$ cat config.mk
export PLATFORM = sky130hd
export DESIGN_NAME = utf8_string_validator_top
export DESIGN_NICKNAME = d
export VERILOG_FILES = /design/src/sv/utf8v_pkg.sv /design/src/sv/utf8v_fifo.sv /design/src/sv/utf8v_front.sv /design/src/sv/utf8v_back.sv /design/src/sv/utf8_string_validator_top.sv
export SDC_FILE = /design/constraint.sdc
export NUM_CORES = 1
export LEC_CHECK = 0
export ABC_CLOCK_PERIOD_IN_PS = 6500
export BUFFER_PORTS_ARGS = -buffer_cell sky130_fd_sc_hd__buf_4
export CAP_MARGIN = 10
export CELL_PAD_IN_SITES_DETAIL_PLACEMENT = 2
export CELL_PAD_IN_SITES_GLOBAL_PLACEMENT = 2
export CORE_MARGIN = 2
export CORE_UTILIZATION = 46
export CTS_CLUSTER_SIZE = 20
export DETAILED_ROUTE_END_ITERATION = 12
export PLACE_DENSITY = 0.9
export REMOVE_ABC_BUFFERS = 1
export SLEW_MARGIN = 20
export SYNTH_ARGS = -nofsm -noshare
export SYNTH_HDL_FRONTEND = slang
export SYNTH_HIERARCHICAL = 1
export SYNTH_SLANG_ARGS = --single-unit
$ cat constraint.sdc
create_clock -name clk_i -period 6.5 [get_ports clk_i]
set_input_delay 1.3 -clock clk_i [delete_from_list [all_inputs] [get_ports clk_i]]
set_output_delay 1.3 -clock clk_i [all_outputs]
set_load 0.005 [all_outputs]
$ cat src/sv/utf8v_pkg.sv
`default_nettype none
// ----------------------------------------------------------------------------
// utf8v_pkg
// Shared types and constants of the utf-8 string validator.
// ----------------------------------------------------------------------------
package utf8v_pkg;

  // depth of the queue between the classifier and the checker, and of the
  // verdict queue
  localparam int unsigned QueueDepth = 2;

  // code point bits held while decoding: one lead bit plus five groups of six
  localparam int unsigned CpW = 31;

  // how a byte reads when it stands where a lead byte is expected
  typedef enum logic [1:0] {
    LeadNul,
    LeadAscii,
    LeadMulti,
    LeadBad
  } lead_e;

  // one classified byte as it travels from the classifier to the checker
  typedef struct packed {
    logic       has_byte;
    logic       is_last;
    lead_e      lead;
    logic [2:0] lead_len;
    logic [4:0] lead_bits;
    logic       cont_ok;
    logic [5:0] cont_bits;
  } item_t;

  // checker status seen by the top level
  typedef struct packed {
    logic failed;
    logic pending_zero;
    logic idle;
  } back_status_t;

endpackage : utf8v_pkg
`default_nettype wire

$ cat src/sv/utf8v_fifo.sv
`default_nettype none
// ----------------------------------------------------------------------------
// utf8v_fifo
// Small first-word-fall-through queue with full and empty flags.
// ----------------------------------------------------------------------------
module utf8v_fifo #(
  parameter int unsigned Depth = 2,
  parameter type         T     = logic
) (
  input  wire logic clk_i,
  input  wire logic rst_ni,
  input  wire logic push_i,
  input  wire T     data_i,
  output logic      full_o,
  input  wire logic pop_i,
  output T          data_o,
  output logic      empty_o
);

  localparam int unsigned PtrW = (Depth > 1) ? $clog2(Depth) : 1;
  localparam int unsigned CntW = $clog2(Depth + 1);

  T                  mem_q [Depth];
  logic [PtrW-1:0]   wr_ptr_q, wr_ptr_d;
  logic [PtrW-1:0]   rd_ptr_q, rd_ptr_d;
  logic [CntW-1:0]   count_q, count_d;
  logic              do_push, do_pop;

  assign full_o  = (count_q == CntW'(Depth));
  assign empty_o = (count_q == '0);
  assign do_push = push_i && !full_o;
  assign do_pop  = pop_i && !empty_o;
  assign data_o  = mem_q[rd_ptr_q];

  always_comb begin
    wr_ptr_d = wr_ptr_q;
    rd_ptr_d = rd_ptr_q;
    count_d  = count_q;
    if (do_push) begin
      wr_ptr_d = (wr_ptr_q == PtrW'(Depth - 1)) ? '0 : wr_ptr_q + 1'b1;
    end
    if (do_pop) begin
      rd_ptr_d = (rd_ptr_q == PtrW'(Depth - 1)) ? '0 : rd_ptr_q + 1'b1;
    end
    if (do_push && !do_pop) begin
      count_d = count_q + 1'b1;
    end else if (do_pop && !do_push) begin
      count_d = count_q - 1'b1;
    end
  end

  always_ff @(posedge clk_i or negedge rst_ni) begin
    if (!rst_ni) begin
      wr_ptr_q <= '0;
      rd_ptr_q <= '0;
      count_q  <= '0;
    end else begin
      wr_ptr_q <= wr_ptr_d;
      rd_ptr_q <= rd_ptr_d;
      count_q  <= count_d;
    end
  end

  always_ff @(posedge clk_i) begin
    if (do_push) begin
      mem_q[wr_ptr_q] <= data_i;
    end
  end

endmodule : utf8v_fifo
`default_nettype wire

$ cat src/sv/utf8v_front.sv
`default_nettype none
// ----------------------------------------------------------------------------
// utf8v_front
// Byte classifier: reads each byte both as a lead byte and as a continuation
// byte so the checker only has to pick one.
// ----------------------------------------------------------------------------
module utf8v_front (
  input  wire logic [7:0]     data_byte_i,
  input  wire logic           has_byte_i,
  input  wire logic           is_last_i,
  output utf8v_pkg::item_t    item_o
);

  import utf8v_pkg::*;

  always_comb begin
    item_o           = '0;
    item_o.has_byte  = has_byte_i;
    item_o.is_last   = is_last_i;
    item_o.cont_ok   = (data_byte_i[7:6] == 2'b10);
    item_o.cont_bits = data_byte_i[5:0];
    item_o.lead      = LeadBad;
    item_o.lead_len  = 3'd1;
    item_o.lead_bits = '0;
    unique case (data_byte_i) inside
      8'h00: begin
        item_o.lead = LeadNul;
      end
      [8'h01:8'h7f]: begin
        item_o.lead = LeadAscii;
      end
      8'b110?????: begin
        item_o.lead      = LeadMulti;
        item_o.lead_len  = 3'd2;
        item_o.lead_bits = data_byte_i[4:0];
      end
      8'b1110????: begin
        item_o.lead      = LeadMulti;
        item_o.lead_len  = 3'd3;
        item_o.lead_bits = {1'b0, data_byte_i[3:0]};
      end
      8'b11110???: begin
        item_o.lead      = LeadMulti;
        item_o.lead_len  = 3'd4;
        item_o.lead_bits = {2'b00, data_byte_i[2:0]};
      end
      8'b111110??: begin
        item_o.lead      = LeadMulti;
        item_o.lead_len  = 3'd5;
        item_o.lead_bits = {3'b000, data_byte_i[1:0]};
      end
      8'b1111110?: begin
        item_o.lead      = LeadMulti;
        item_o.lead_len  = 3'd6;
        item_o.lead_bits = {4'b0000, data_byte_i[0]};
      end
      default: begin
        // stray continuation bytes and 0xfe / 0xff
        item_o.lead = LeadBad;
      end
    endcase
  end

endmodule : utf8v_front
`default_nettype wire

$ cat src/sv/utf8v_back.sv
`default_nettype none
// ----------------------------------------------------------------------------
// utf8v_back
// Sequence checker: tracks pending continuation bytes, assembles the code
// point and checks length, range and surrogates; gives the verdict at the
// end mark.
// ----------------------------------------------------------------------------
module utf8v_back (
  input  wire logic                 clk_i,
  input  wire logic                 rst_ni,
  input  wire utf8v_pkg::item_t     item_i,
  input  wire logic                 item_valid_i,
  output logic                      item_pop_o,
  input  wire logic                 res_full_i,
  output logic                      res_push_o,
  output logic                      res_ok_o,
  output utf8v_pkg::back_status_t   status_o
);

  import utf8v_pkg::*;

  localparam logic [19:0] SurrogateTag = 20'h0001b;  // 0xd800 >> 11

  logic           failed_q, failed_d;
  logic [2:0]     pending_q, pending_d;
  logic [2:0]     seq_len_q, seq_len_d;
  logic [CpW-1:0] cp_q, cp_d;
  logic [CpW-1:0] cp_cat;
  logic [2:0]     pending_dec;
  logic [2:0]     min_len;
  logic           scalar_ok;

  // a verdict needs room in the result queue, other items go straight on
  assign item_pop_o = item_valid_i && (!item_i.is_last || !res_full_i);
  assign res_push_o = item_pop_o && item_i.is_last;

  assign cp_cat      = {cp_q[CpW-7:0], item_i.cont_bits};
  assign pending_dec = pending_q - 3'd1;
  assign scalar_ok   = (cp_cat < CpW'(32'h0011_0000)) && (cp_cat[CpW-1:11] != SurrogateTag);

  always_comb begin
    if (cp_cat < CpW'(32'h0000_0080)) begin
      min_len = 3'd1;
    end else if (cp_cat < CpW'(32'h0000_0800)) begin
      min_len = 3'd2;
    end else if (cp_cat < CpW'(32'h0001_0000)) begin
      min_len = 3'd3;
    end else if (cp_cat < CpW'(32'h0020_0000)) begin
      min_len = 3'd4;
    end else if (cp_cat < CpW'(32'h0400_0000)) begin
      min_len = 3'd5;
    end else begin
      min_len = 3'd6;
    end
  end

  always_comb begin
    failed_d  = failed_q;
    pending_d = pending_q;
    seq_len_d = seq_len_q;
    cp_d      = cp_q;
    if (item_i.has_byte && !failed_q) begin
      if (pending_q == '0) begin
        unique case (item_i.lead)
          LeadNul, LeadBad: begin
            failed_d = 1'b1;
          end
          LeadAscii: begin
          end
          LeadMulti: begin
            seq_len_d = item_i.lead_len;
            pending_d = item_i.lead_len - 3'd1;
            cp_d      = CpW'(item_i.lead_bits);
          end
          default: begin
            failed_d = 1'b1;
          end
        endcase
      end else if (!item_i.cont_ok) begin
        failed_d = 1'b1;
      end else begin
        pending_d = pending_dec;
        cp_d      = cp_cat;
        if (pending_dec == '0) begin
          if (min_len != seq_len_q || !scalar_ok) begin
            failed_d = 1'b1;
          end
          seq_len_d = '0;
          cp_d      = '0;
        end
      end
    end
    res_ok_o = !failed_d && (pending_d == '0);
    if (item_i.is_last) begin
      failed_d  = 1'b0;
      pending_d = '0;
      seq_len_d = '0;
      cp_d      = '0;
    end
  end

  always_ff @(posedge clk_i or negedge rst_ni) begin
    if (!rst_ni) begin
      failed_q  <= 1'b0;
      pending_q <= '0;
      seq_len_q <= '0;
      cp_q      <= '0;
    end else if (item_pop_o) begin
      failed_q  <= failed_d;
      pending_q <= pending_d;
      seq_len_q <= seq_len_d;
      cp_q      <= cp_d;
    end
  end

  assign status_o.failed       = failed_q;
  assign status_o.pending_zero = (pending_q == '0);
  assign status_o.idle         = !failed_q && (pending_q == '0) && (seq_len_q == '0)
                                 && (cp_q == '0);

endmodule : utf8v_back
`default_nettype wire

$ cat src/sv/utf8_string_validator_top.sv
`default_nettype none
// ----------------------------------------------------------------------------
// utf8_string_validator_top
// UTF-8 string validator: one byte per transaction, one verdict per string.
// ----------------------------------------------------------------------------
//   channel   direction  handshake            payload
//   input     in         push_i / full_o      data_byte_i, has_byte_i, is_last_i
//   result    out        pop_i / empty_o      string_ok_o
//
// one byte per cycle sustained unless the result side stalls at an end mark;
// each byte is registered in the input queue, each verdict in the result queue.
// the checker state update (decode, shift and range compare) sets the rate.
// reset clears the queues and the checker state; no clearing pass.
// a stalled result side holds the checker only at an end mark; the input
// queue keeps taking bytes until it fills.
// ----------------------------------------------------------------------------
module utf8_string_validator_top #(
  parameter int unsigned QUEUE_DEPTH = utf8v_pkg::QueueDepth
) (
  input  wire logic       clk_i,
  input  wire logic       rst_ni,
  input  wire logic       push_i,
  output logic            full_o,
  input  wire logic [7:0] data_byte_i,
  input  wire logic       has_byte_i,
  input  wire logic       is_last_i,
  output logic            empty_o,
  input  wire logic       pop_i,
  output logic            string_ok_o
);

  import utf8v_pkg::*;

  item_t        in_item;
  item_t        q_item;
  logic         q_empty;
  logic         q_pop;
  logic         res_full;
  logic         res_push;
  logic         res_ok;
  back_status_t back_status;

  utf8v_front u_front (
    .data_byte_i (data_byte_i),
    .has_byte_i  (has_byte_i),
    .is_last_i   (is_last_i),
    .item_o      (in_item)
  );

  utf8v_fifo #(
    .Depth (QUEUE_DEPTH),
    .T     (item_t)
  ) u_item_q (
    .clk_i   (clk_i),
    .rst_ni  (rst_ni),
    .push_i  (push_i),
    .data_i  (in_item),
    .full_o  (full_o),
    .pop_i   (q_pop),
    .data_o  (q_item),
    .empty_o (q_empty)
  );

  utf8v_back u_back (
    .clk_i        (clk_i),
    .rst_ni       (rst_ni),
    .item_i       (q_item),
    .item_valid_i (!q_empty),
    .item_pop_o   (q_pop),
    .res_full_i   (res_full),
    .res_push_o   (res_push),
    .res_ok_o     (res_ok),
    .status_o     (back_status)
  );

  utf8v_fifo #(
    .Depth (QUEUE_DEPTH),
    .T     (logic)
  ) u_res_q (
    .clk_i   (clk_i),
    .rst_ni  (rst_ni),
    .push_i  (res_push),
    .data_i  (res_ok),
    .full_o  (res_full),
    .pop_i   (pop_i),
    .data_o  (string_ok_o),
    .empty_o (empty_o)
  );

  // a verdict is never dropped on a full result queue
  assert property (@(posedge clk_i) disable iff (!rst_ni) !(res_push && res_full))
    else $error("verdict pushed into full result queue");

  // a verdict comes only from an end mark transaction
  assert property (@(posedge clk_i) disable iff (!rst_ni) res_push |-> q_item.is_last)
    else $error("verdict without end mark");

  // checker state is clear after every verdict
  assert property (@(posedge clk_i) disable iff (!rst_ni) res_push |=> back_status.idle)
    else $error("checker state not cleared after verdict");

  // a string with a failure seen can never be reported valid
  assert property (@(posedge clk_i) disable iff (!rst_ni)
                   (res_push && back_status.failed) |-> !res_ok)
    else $error("failed string reported valid");

  // a bare end mark in the middle of a sequence reports the string invalid
  assert property (@(posedge clk_i) disable iff (!rst_ni)
                   (res_push && !q_item.has_byte && !back_status.pending_zero) |-> !res_ok)
    else $error("cut-off sequence reported valid");

endmodule : utf8_string_validator_top
`default_nettype wire

== Yosys cells after proc, flatten, opt, wreduce, memory -nomap -nowiden ==
Memory sizes are Yosys's and may differ from the RTL's.
Cells that the tools add are included.

* RAM bits: 40
* Register bits after elaboration: 40
* Memories: 2
* Output and inout port bits: 3

* Reductions and logical operators: 44
* Add/sub/neg operators: 10
* Muxes and demuxes: 43
* Order comparisons: 8
* Equal/unequal tests: 13

{| class="wikitable"
|+ Memory list
! name !! words !! width !! rd ports !! clocked after memory_dff !! wr ports !! RTL line !! text
|-
| u_item_q.mem_q || 2 || 19 || 1 || 0 || 1 || utf8v_fifo.sv:23 || <nowiki>T mem_q [Depth];</nowiki>
|-
| u_res_q.mem_q || 2 || 1 || 1 || 0 || 1 || utf8v_fifo.sv:23 ||
|}

{| class="wikitable"
|+ Operator list
! kind !! number
|-
| $mux W25 || 6
|-
| $mux W3 || 15
|-
| $pmux W8 S5 || 1
|-
| $lt A31 B12 Y1 const B || 1
|-
| $lt A31 B17 Y1 const B || 1
|-
| $lt A31 B21 Y1 const B || 1
|-
| $lt A31 B22 Y1 const B || 1
|-
| $lt A31 B27 Y1 const B || 1
|-
| $lt A31 B8 Y1 const B || 1
|-
| $ne A20 B5 Y1 const B || 1
|-
| $mux W1 || 15
|-
| $logic_and A1 B1 Y1 || 14
|-
| $logic_not A1 Y1 || 12
|-
| $eq A2 B2 Y1 const B || 5
|-
| $mux W2 || 5
|-
| $logic_not A3 Y1 || 3
|-
| $ge A8 B1 Y1 const B || 1
|-
| $le A8 B7 Y1 const B || 1
|-
| $logic_not A8 Y1 || 1
|-
| $eq A7 B7 Y1 const B || 1
|-
| $eq A6 B6 Y1 const B || 1
|-
| $logic_not A2 Y1 || 3
|-
| $pmux W2 S3 || 1
|-
| $reduce_bool A2 Y1 || 3
|-
| other kinds (15) || 23
|}

== Logic depth before layout (Yosys ltp) ==
An unclocked memory read counts as a cell.

* Depth in word-level cells: 16
* Depth in mapped cells: 11
* Depth with buffers taken out: 10

== By module ==
Netlist, hierarchy kept.

{| class="wikitable"
|+ By module, submodules not included
! module !! times used !! cells each !! sequential area each (um^2) !! area an instance (um^2)
|-
| utf8v_back || 1 || 232 || 950.9 || 2242.2
|-
| utf8v_fifo at u_item_q || 1 || 78 || 1241.2 || 1566.5
|-
| utf8v_fifo at u_res_q || 1 || 22 || 160.2 || 267.8
|-
| utf8v_front || 1 || 33 || 0.0 || 214.0
|-
| utf8_string_validator_top || 1 || 1 || 0.0 || 3.8
|}

== Worst setup path after synthesis ==
OpenSTA, ideal clock, no wires.

* Path kind: input -> register
* From: input push_i
* To: memory u_item_q/mem_q[0][0] (netlist name), enable pin
* Path buffers: 0
* Path slack: 3.899 ns
* Data arrival time: 2.207 ns
* Library setup time: 0.395 ns
* Cell stages on the path: 2
* Data required time: 6.105 ns
* Cell sequence: nand2_1 -> nor2_1

* Longest elaborated chain between the ends: 3

{| class="wikitable"
|+ Ends and longest elaborated chain
! element !! RTL line !! text
|-
| from (decl) || utf8_string_validator_top.sv:22 || <nowiki>input wire logic push_i,</nowiki>
|-
| $logic_and A1 B1 Y1 || utf8v_fifo.sv:31 || <nowiki>assign do_push = push_i && !full_o;</nowiki>
|-
| $mux W1 || utf8v_fifo.sv:65 || <nowiki>if (do_push) begin</nowiki>
|-
| $mux W1 (implied by the code) || utf8v_fifo.sv:66 || <nowiki>mem_q[wr_ptr_q] <= data_i;</nowiki>
|-
| to (decl) || utf8v_fifo.sv:23 ||
|}

Every way passes these cells.

==> qor.json <==
{
  "worstPathRequired": {"value": 6.75, "unit": "ns"},
  "cts_max_level": {"value": 3},
  "grt_first_pass_wirelength": {"value": 15000, "unit": "um"},
  "r2r_start": {"value": "u_item_q/rd_ptr_q"},
  "post_drt_wl_per_cell": {"value": 19.5, "unit": "um"},
  "final-hold-violation-count": {"value": 0},
  "cap_viol_max_count": {"value": 0},
  "min_period": {"value": 2.96, "unit": "ns"},
  "ys_warn_count": {"value": 6},
  "cts.root.buffer_cell": {"value": "sky130_fd_sc_hd__clkbuf_8"},
  "n_fill_cell": {"value": 827},
  "internal_power": {"value": 0.00123, "unit": "W"},
  "total_wire_length": {"value": 8820, "unit": "um"},
  "drc": {"value": 0},
  "multi_input_area": {"value": 1530, "unit": "um2"},
  "core": {"value": 8300, "unit": "um2"},
  "vias": {"value": 2529},
  "route.detailed.vias_per_inst": {"value": 5.60},
  "synthesis.area": {"value": 4000, "unit": "um2"},
  "tritoncts_num_sinks": {"value": 80},
  "rsz0062_at_grt": {"value": "no"},
  "p_sw": {"value": 0.000820, "unit": "W"},
  "dp_slack": {"value": 3.51, "unit": "ns"},
  "number_of_antenna_cells_inserted": {"value": 0},
  "setup.worst_path.class": {"value": "reg -> reg"},
  "synth.avg_cell_area": {"value": 12.0, "unit": "um2"},
  "final_cell_area": {"value": 4300, "unit": "um2"},
  "powerDensity": {"value": 476, "unit": "nW/um2"},
  "antenna_left": {"value": 0},
  "gp_congestion": {"value": 0.778},
  "ir_worst_vdd": {"value": 0.206, "unit": "mV"},
  "hp-start": {"value": "u_res_q/wr_ptr_q"},
  "timing.fmax": {"value": 338, "unit": "MHz"},
  "clkLatencyLatePin": {"value": 0.34, "unit": "ns"},
  "cts_tree": {"value": "done"},
  "fin_crit_sh": {"value": 45.5, "unit": "%"},
  "initial_antenna_violation_count": {"value": 0},
  "number_of_global_route_vias_before_repair": {"value": 2912},
  "worstPathArrival": {"value": 3.21, "unit": "ns"},
  "gr-usage-all-layers": {"value": 20.3, "unit": "%"},
  "worst_slew_pin_slew": {"value": 0.878, "unit": "ns"},
  "syn2layout_area_growth": {"value": 7.70, "unit": "%"},
  "crit_fanout": {"value": 28},
  "num-nets-final": {"value": 363},
  "timing.reg2reg.setup_slack": {"value": 3.54, "unit": "ns"},
  "drtPass1Iterations": {"value": 4},
  "part_of_the_power_in_combinational_logic": {"value": 44.4, "unit": "%"},
  "critPathLaunchType": {"value": "flop"},
  "fin_worst_skew": {"value": 0.00931, "unit": "ns"},
  "mostFrequentLayoutCells": {"value": "40 x sky130_fd_sc_hd__dfrtp_1, 40 x sky130_fd_sc_hd__edfxtp_1, 37 x sky130_fd_sc_hd__nand2_1"},
  "detailedPlacementHpwl": {"value": 6260, "unit": "um"},
  "sequential_cell_area": {"value": 2200, "unit": "um2"},
  "share_of_layout_cells_above_drive_strength_1": {"value": 14.1, "unit": "%"},
  "seq_power_share": {"value": 38.3, "unit": "%"},
  "hold-worst-slack": {"value": 0.499, "unit": "ns"},
  "area_of_the_die": {"value": 9450, "unit": "um2"},
  "ctsHoldBuffers": {"value": 0},
  "fp.dieH": {"value": 97.2, "unit": "um"},
  "total_negative_setup_slacks": {"value": 0, "unit": "ns"},
  "clkSlewWorstSetupHoldPaths": {"value": 0.08, "unit": "ns"},
  "initial_standard_cell_utilization_of_the_core": {"value": 48.1, "unit": "%"},
  "timing.final.max_slew_violations": {"value": 0},
  "finalSetupViolCount": {"value": 0},
  "rows": {"value": 33},
  "netlist_instances": {"value": 334},
  "setup.worst_path.start": {"value": "u_item_q/rd_ptr_q"},
  "final_worst_setup_slack": {"value": 3.54, "unit": "ns"},
  "grt_start_max_net_pins": {"value": 41},
  "die_width": {"value": 97.2, "unit": "um"},
  "design.portCount": {"value": 17},
  "max-slew-margin-rel": {"value": 41.5, "unit": "%"},
  "hp-class": {"value": "reg -> reg"},
  "run_status": {"value": "complete, no violations"},
  "p_clk_share": {"value": 17.3, "unit": "%"},
  "clk_path_buf_depth": {"value": 2},
  "placed_cell_area": {"value": 4110, "unit": "um2"},
  "element_type_at_the_critical_path_end": {"value": "flop"},
  "cts-resized-gates": {"value": 0},
  "p_leak": {"value": 1.79, "unit": "nW"},
  "p_sw_share": {"value": 40.1, "unit": "%"},
  "port_buffers": {"value": 16},
  "drt-initial-drc-count": {"value": 111},
  "cts.repair_timing.setup_buffer_count": {"value": 0},
  "numCtsBuffers": {"value": 9},
  "globalRouteOverflowTotal": {"value": 0}
}
-- worst max-delay path: stages, from the launching register on --
cell and delay, ns:
sky130_fd_sc_hd__dfrtp_1 0.92, sky130_fd_sc_hd__mux2_1 0.40, sky130_fd_sc_hd__ha_1 0.25, sky130_fd_sc_hd__mux2i_1 0.25
sky130_fd_sc_hd__o21bai_2 0.13, sky130_fd_sc_hd__nand2_2 0.59, sky130_fd_sc_hd__mux2i_1 0.30
-- stage by stage --
stage	cells	total power, W	utilization, %
global route	452	0.00220	51.8
CTS	452	0.00208	51.8
global placement	436	0.00163	49.6
floorplan	314	0.00143	-
detailed placement	436	0.00169	49.6
finish	452	0.00205	51.8
-- final timing paths --
| kind | cells past startpoint | end |
|---|---|---|
| worst min register to register | 1 | u_res_q/wr_ptr_q |
| worst max-delay path | 6 | u_back/cp_q[19] |
| worst max register to register | 6 | u_back/cp_q[19] |
| max in group asynchronous | 1 | u_back/pending_q[0] |
| worst min-delay path | 1 | u_res_q/wr_ptr_q |
| min in group asynchronous | 1 | u_back/cp_q[11] |
-- flip-flops by register name, indices dropped and copies added (netlist names) --
register,count
u_back/cp_q,25
u_back/failed_q,1
u_back/pending_q,3
u_back/seq_len_q,3
u_item_q/count_q,2
u_item_q/mem_q,38
u_item_q/rd_ptr_q,1
u_item_q/wr_ptr_q,1
u_res_q/count_q,2
u_res_q/mem_q,2
u_res_q/rd_ptr_q,1
u_res_q/wr_ptr_q,1
-- final cells by class --
| class | count | share of cell area (%) |
|---|---|---|
| inverters | 34 | 2.97 |
| well taps | 105 | 3.05 |
| repair buffers | 17 | 2.97 |
| clock buffers | 11 | 3.05 |
| multi-input cells | 200 | 35.4 |
| clock inverters | 5 | 1.34 |
| flip-flops and latches | 80 | 51.2 |
-- power by group through the flow --
stage / registers (W) / clock network, W / logic (W)
after floorplan: 0.000758 / 0 / 0.000672
after global placement: 0.000781 / 0 / 0.000852
after detailed placement: 0.000796 / 0 / 0.000894
after CTS: 0.000787 / 0.000367 / 0.000921
after global routing: 0.000802 / 0.000389 / 0.00101
final: 0.000784 / 0.000354 / 0.000910
-- routing by layer --
metal | vias up | global-route usage (%) | wire length (um)
met2 | 30 | 36.5 | 4670
met4 | 0 | 7.37 | 152
li1 | 1200 | - | -
met3 | 10 | 3.09 | 160
met1 | 1289 | 24.7 | 3830
met5 | - | 0 | 0
Note: power is estimated with default switching activity, not from simulation.
